===== src/rtl/core/isqrt_pkg.sv =====
// isqrt_pkg: widths, controller/datapath link types and the leading-one encoder
// shared by the integer square root controller, datapath and top level.
// no dependencies.
package isqrt_pkg;

  // operand and root geometry
  localparam int DATA_WIDTH = 32;
  localparam int ROOT_W     = DATA_WIDTH / 2;
  localparam int IDX_W      = $clog2(DATA_WIDTH);
  localparam int BIT_W      = $clog2(ROOT_W);

  // commands from the controller to the datapath
  typedef struct packed {
    logic load;   // capture a new operand
    logic setup;  // seed the root from the leading one
    logic step;   // resolve one root bit
  } isqrt_cmd_t;

  // status from the datapath to the controller
  typedef struct packed {
    logic special;  // zero or negative operand, root is 0
    logic single;   // seed already is the final root
    logic last;     // current step resolves bit 0
  } isqrt_stat_t;

  // index of the highest set bit, 0 for a zero word
  function automatic logic [IDX_W-1:0] lead_index(input logic [DATA_WIDTH-1:0] v);
    logic [IDX_W-1:0] idx;
    idx = '0;
    for (int i = 0; i < DATA_WIDTH; i++) begin
      if (v[i]) idx = IDX_W'(i);
    end
    return idx;
  endfunction

endpackage


===== src/rtl/core/integer_square_root.sv =====
// integer_square_root: floor square root of a signed 32-bit operand.
// depends on isqrt_pkg, isqrt_ctrl and isqrt_datapath.
//
//   channel  | handshake            | payload
//   ---------+----------------------+-------------------------------
//   input    | start high, busy low | operand[31:0] signed
//   result   | done, one cycle      | root[15:0], negative_error
//
// an operand is seeded from its leading one in a setup step, then narrowed
// one root bit per step down to bit 0; zero and negative operands, and
// those whose seed already is the root, finish in setup. busy stays high
// throughout; the single square-and-compare unit resolves one root bit
// per cycle. done is high in the cycle after the last step and a new
// operand may transfer in that cycle. rst is synchronous and returns the
// controller to idle; results cannot be stalled.
module integer_square_root
  import isqrt_pkg::*;
(
  input  logic                  clk,
  input  logic                  rst,
  input  logic                  start,
  output logic                  busy,
  input  logic [DATA_WIDTH-1:0] operand,
  output logic                  done,
  output logic [ROOT_W-1:0]     root,
  output logic                  negative_error
);

  isqrt_cmd_t  cmd;
  isqrt_stat_t stat;

  // sequencer
  isqrt_ctrl u_ctrl (
    .clk   (clk),
    .rst   (rst),
    .start (start),
    .stat  (stat),
    .cmd   (cmd),
    .busy  (busy),
    .done  (done)
  );

  // registers and square-compare unit
  isqrt_datapath u_datapath (
    .clk            (clk),
    .cmd            (cmd),
    .operand        (operand),
    .stat           (stat),
    .root           (root),
    .negative_error (negative_error)
  );

endmodule


===== src/rtl/core/isqrt_ctrl.sv =====
// isqrt_ctrl: sequencer for the square root search, drives datapath commands
// and the busy/done handshake.
// depends on isqrt_pkg.
module isqrt_ctrl
  import isqrt_pkg::*;
(
  input  logic        clk,
  input  logic        rst,
  input  logic        start,
  input  isqrt_stat_t stat,
  output isqrt_cmd_t  cmd,
  output logic        busy,
  output logic        done
);

  typedef enum logic [1:0] {
    ST_IDLE,
    ST_SETUP,
    ST_ITER
  } state_t;

  state_t state;

  // commands follow the state directly; load also needs start
  always_comb begin
    cmd.load  = (state == ST_IDLE) && start;
    cmd.setup = (state == ST_SETUP);
    cmd.step  = (state == ST_ITER);
  end

  assign busy = (state != ST_IDLE);

  // state and the result strobe
  always_ff @(posedge clk) begin
    if (rst) begin
      state <= ST_IDLE;
      done  <= 1'b0;
    end else begin
      done <= 1'b0;
      case (state)
        ST_IDLE: begin
          if (start) state <= ST_SETUP;
        end
        ST_SETUP: begin
          if (stat.special || stat.single) begin
            state <= ST_IDLE;
            done  <= 1'b1;
          end else begin
            state <= ST_ITER;
          end
        end
        ST_ITER: begin
          if (stat.last) begin
            state <= ST_IDLE;
            done  <= 1'b1;
          end
        end
        default: begin
          state <= ST_IDLE;
        end
      endcase
    end
  end

  // a result is only shown once the block has gone idle
  a_done_idle: assert property (@(posedge clk) disable iff (rst) done |-> !busy)
    else $error("result strobe while busy");

  // the strobe lasts one cycle
  a_done_pulse: assert property (@(posedge clk) disable iff (rst) done |=> !done)
    else $error("result strobe held");

  // an accepted operand starts work
  a_accept_busy: assert property (@(posedge clk) disable iff (rst)
    (start && !busy) |=> busy)
    else $error("accepted operand did not start work");

  // a strobe only follows work
  a_done_after_work: assert property (@(posedge clk) disable iff (rst)
    $rose(done) |-> $past(busy))
    else $error("result strobe without work");

endmodule


===== src/rtl/core/isqrt_datapath.sv =====
// isqrt_datapath: operand, root and bit position registers with the
// square-and-compare unit, one root bit per step.
// depends on isqrt_pkg.
module isqrt_datapath
  import isqrt_pkg::*;
(
  input  logic                  clk,
  input  isqrt_cmd_t            cmd,
  input  logic [DATA_WIDTH-1:0] operand,
  output isqrt_stat_t           stat,
  output logic [ROOT_W-1:0]     root,
  output logic                  negative_error
);

  logic [DATA_WIDTH-1:0] n;
  logic [BIT_W-1:0]      bitpos;
  logic [IDX_W-1:0]      lead;
  logic [BIT_W-1:0]      half;
  logic [ROOT_W-1:0]     trial;
  logic [DATA_WIDTH-1:0] trial_sq;
  logic                  is_zero;

  // bracket from the leading one: root lies in [2^half, 2^(half+1))
  assign lead    = lead_index(n);
  assign half    = lead[IDX_W-1:1];
  assign is_zero = (n == '0);

  // try setting the current bit and square the candidate
  assign trial    = root | (ROOT_W'(1) << bitpos);
  assign trial_sq = trial * trial;

  always_comb begin
    stat.special = negative_error || is_zero;
    stat.single  = (half == '0);
    stat.last    = (bitpos == '0);
  end

  // operand capture, seed and bit-by-bit narrowing
  always_ff @(posedge clk) begin
    if (cmd.load) begin
      n              <= operand;
      negative_error <= operand[DATA_WIDTH-1];
    end
    if (cmd.setup) begin
      if (negative_error || is_zero) begin
        root <= '0;
      end else begin
        root <= ROOT_W'(1) << half;
      end
      bitpos <= half - BIT_W'(1);
    end
    if (cmd.step) begin
      if (trial_sq <= n) root <= trial;
      bitpos <= bitpos - BIT_W'(1);
    end
  end

endmodule

===== config.mk =====
export PLATFORM = sky130hd
export DESIGN_NAME = integer_square_root
export DESIGN_NICKNAME = d
export VERILOG_FILES = /design/src/rtl/core/isqrt_pkg.sv /design/src/rtl/core/integer_square_root.sv /design/src/rtl/core/isqrt_ctrl.sv /design/src/rtl/core/isqrt_datapath.sv
export SDC_FILE = /design/constraint.sdc
export NUM_CORES = 1
export LEC_CHECK = 0
export BUFFER_PORTS_ARGS = -buffer_cell sky130_fd_sc_hd__buf_2
export CAP_MARGIN = 20
export CORE_MARGIN = 1.5
export CORE_UTILIZATION = 24
export CTS_CLUSTER_DIAMETER = 60
export DETAILED_ROUTE_END_ITERATION = 12
export MAX_ROUTING_LAYER = met4
export SYNTH_ARGS = -nofsm -noshare
export SYNTH_HDL_FRONTEND = slang
export SYNTH_SLANG_ARGS = --single-unit

===== constraint.sdc =====
create_clock -name clk -period 11.87 [get_ports clk]
set_input_delay 1.7805 -clock clk [delete_from_list [all_inputs] [get_ports clk]]
set_output_delay 1.7805 -clock clk [all_outputs]
set_load 0.01 [all_outputs]

==> impl_metrics.json <==
{
  "htree_levels": 2,
  "antenna_found_initial": 0,
  "path_max_fanout": 16,
  "cts_resized": 0,
  "synth_cell_types": 65,
  "nFillCells": 4496,
  "cts-root-buf": "clkbuf_16",
  "tightest_slew_ns": 0.937,
  "synth_edf_count": 36,
  "finalWorstSetupSlack_ns": 1.30,
  "syn_area_um2": 10300,
  "finalHoldViolations": 0,
  "hpwl_um": 23100,
  "worstPathRequired_ns": 12.07,
  "synth_ff_type": "edfxtp_1",
  "r2r_cells": 34,
  "hold_buffers": 0,
  "pin_count": 54,
  "num_vias": 7886,
  "drive_gt1_share_pct": 7.15,
  "clock_sinks": 55,
  "outcome": "complete, no violations",
  "cts_tree": "done",
  "first_iter_violations": 408,
  "rsz0062_at_grt": "false",
  "power.total_mw": 0.670,
  "hold_class": "register to register",
  "die_h_um": 210,
  "grt_max_degree": 33,
  "period_share_pct": 89.0,
  "setup_tns_ns": 0,
  "placementRows": 75,
  "post_cts_buffers": 0,
  "clk_path_buf_depth": 2,
  "r2r-start": "u_datapath.bitpos[0]",
  "drt_wl_total_um": 27200,
  "path_common_cell": "inv_1",
  "slew_violations": 0,
  "min_period_ns": 10.57,
  "crit_slowest_cell": "a21oi_1",
  "drc": 0,
  "end_kind": "register",
  "start_util_pct": 24.4,
  "core_area_um2": 42100,
  "synth-seq-cells": 55,
  "hold_depth": 2,
  "worstSetupStartpointType": "register",
  "p_per_area_nw_per_um2": 58.8,
  "grt_pass1_vias": 8337,
  "async_flop_share_pct": 0,
  "mostFrequentLayoutCells": "inv_1 (277), fa_1 (161), ha_1 (131)",
  "path_clk_slew_ns": 0.09,
  "insertion_delay_ns": 0.31,
  "drtPass1Iterations": 5,
  "grt_overflow_total": 0,
  "nets": 1514,
  "p_leak_nw": 5.98,
  "critPathArrivalTime_ns": 10.77,
  "portBuffers": 53,
  "gp_congestion": 0.886,
  "gr-usage-all-layers_pct": 13.0,
  "dpl.cell_count": 1719,
  "grt_pass1_wl_um": 43600,
  "relSlewSlack_pct": 37.4,
  "pre_cts_ws_ns": 1.50,
  "critPathMaxStageDelay_ns": 0.75,
  "viasPerCell": 4.57,
  "design.die.area_um2": 44100,
  "vdd_ir_drop_max_mv": 0.0532,
  "layout_commonest_cell": "inv_1",
  "fmax_mhz": 94.6,
  "ys_seq_area_share_pct": 14.2,
  "setup_viol": 0,
  "min_to": "u_ctrl.state[1]",
  "routedWlPerCell_um": 15.7,
  "hold_slack_ns": 0.488,
  "final_cells": 1727,
  "die_w_um": 210,
  "cts_buffers": 5,
  "antenna-diode-count": 0,
  "antenna_left": 0,
  "cap_violations": 0,
  "synth_area_per_cell_um2": 9.05,
  "ys.warnings.count": 0,
  "synth_cells": 1136,
  "reg2reg_to": "u_datapath.root[10]",
  "synth_fp_nets": 1463,
  "holdCritStartpoint": "u_ctrl.state[1]",
  "clock_skew_ns": 0.0131,
  "syn2layout_area_growth_pct": 10.7,
  "ff2ff_setup_slack_ns": 1.30,
  "path_class": "register to register"
}
report_power, final:
part | internal, mW | switching [mW]
registers | 0.221 | 0.0172
logic | 0.103 | 0.167
clock network | 0.0809 | 0.0806
total | 0.405 | 0.265
synth_stat cells, drive strengths merged (3+ instances only):
cell type	number	area, um^2
or3	4	25.0
and2	3	18.8
nor4	4	25.0
nor2b	9	56.3
nand3	8	40.0
o21ai	20	100
nor2	90	338
o21a	3	22.5
and3	3	18.8
clkinv	5	18.8
o41ai	4	50.1
o211ai	4	30.0
xor2	10	87.6
mux2i	15	150
nand2	100	375
a32oi	5	43.8
a31oi	8	50.1
a21o	25	188
a21oi	51	255
edfxtp	36	1080
nand2b	11	68.8
nand4	11	68.8
inv	279	1050
xnor2	29	254
a31o	3	26.3
clkbuf	19	71.3
o32ai	3	26.3
nor3	14	75.1
mux2	4	45.0
o21bai	3	22.5
a22oi	4	30.0
fa	161	3220
dfxtp	19	380
ha	131	1640
metrics by stage:
step | cell area (um^2) | utilization, %
2_1_floorplan | 10300 | -
3_3_place_gp | 11200 | 26.7
3_5_place_dp | 11200 | 26.7
4_1_cts | 11400 | 27.0
5_1_grt | 11400 | 27.0
6_report | 11400 | 27.0
worst max-delay path by stage:
stage | from | to | slack (ns) | cells after the start
finish | u_datapath.bitpos[0] | u_datapath.root[10] | 1.30 | 34
global route | u_datapath.bitpos[0] | u_datapath.root[11] | 0.67 | 34
CTS | u_datapath.bitpos[0] | u_datapath.root[10] | 1.43 | 34
detailed placement | u_datapath.bitpos[1] | u_datapath.root[10] | 1.50 | 34
global placement | u_datapath.bitpos[1] | u_datapath.root[10] | 1.77 | 34
floorplan | u_datapath.bitpos[3] | u_datapath.root[2] | 3.19 | 36
layer usage:
| layer | GRT usage [%] | wire length [um] |
|---|---|---|
| met1 | 17.2 | 12600 |
| met2 | 21.4 | 13000 |
| met3 | 1.82 | 1170 |
| met4 | 2.58 | 445 |
| met5 | - | 0 |
sequential cells by signal (all words and copies together) (netlist names):
signal,cells
u_ctrl.done,1
u_ctrl.state,2
u_datapath.bitpos,4
u_datapath.n,32
u_datapath.root,16
logic make-up after synthesis:
| family | synth area share [%] |
|---|---|
| buf+inv | 11.2 |
| xor+xnor | 3.32 |
| simple gates | 11.5 |
| compound gates | 10.6 |
| flops | 14.2 |
| fa+ha+maj | 47.4 |
| mux | 1.90 |
area by class of cell:
| cell class | count | area, um^2 | area share (%) |
|---|---|---|---|
| multi-input combinational | 776 | 7680 | 67.4 |
| sequential | 55 | 1460 | 12.8 |
| inverter | 284 | 1070 | 9.36 |
| tap | 539 | 674 | 5.92 |
| timing repair buffer | 65 | 355 | 3.12 |
| clock buffer | 5 | 125 | 1.10 |
| clock inverter | 3 | 28.8 | 0.253 |
critical path, delay by kind of cell, from the launching register on:
family                     cells  cell delay [ns]
AOI/OAI and AO/OA              7             2.01
xor gates and xnor gates       1             0.16
adders and majority gates      8             3.67
buffers and inverters          8             0.95
DFF                            1             0.53
muxes                          1             0.41
and+or+nand+nor                9             2.70
(Power assumes the default switching activity.)
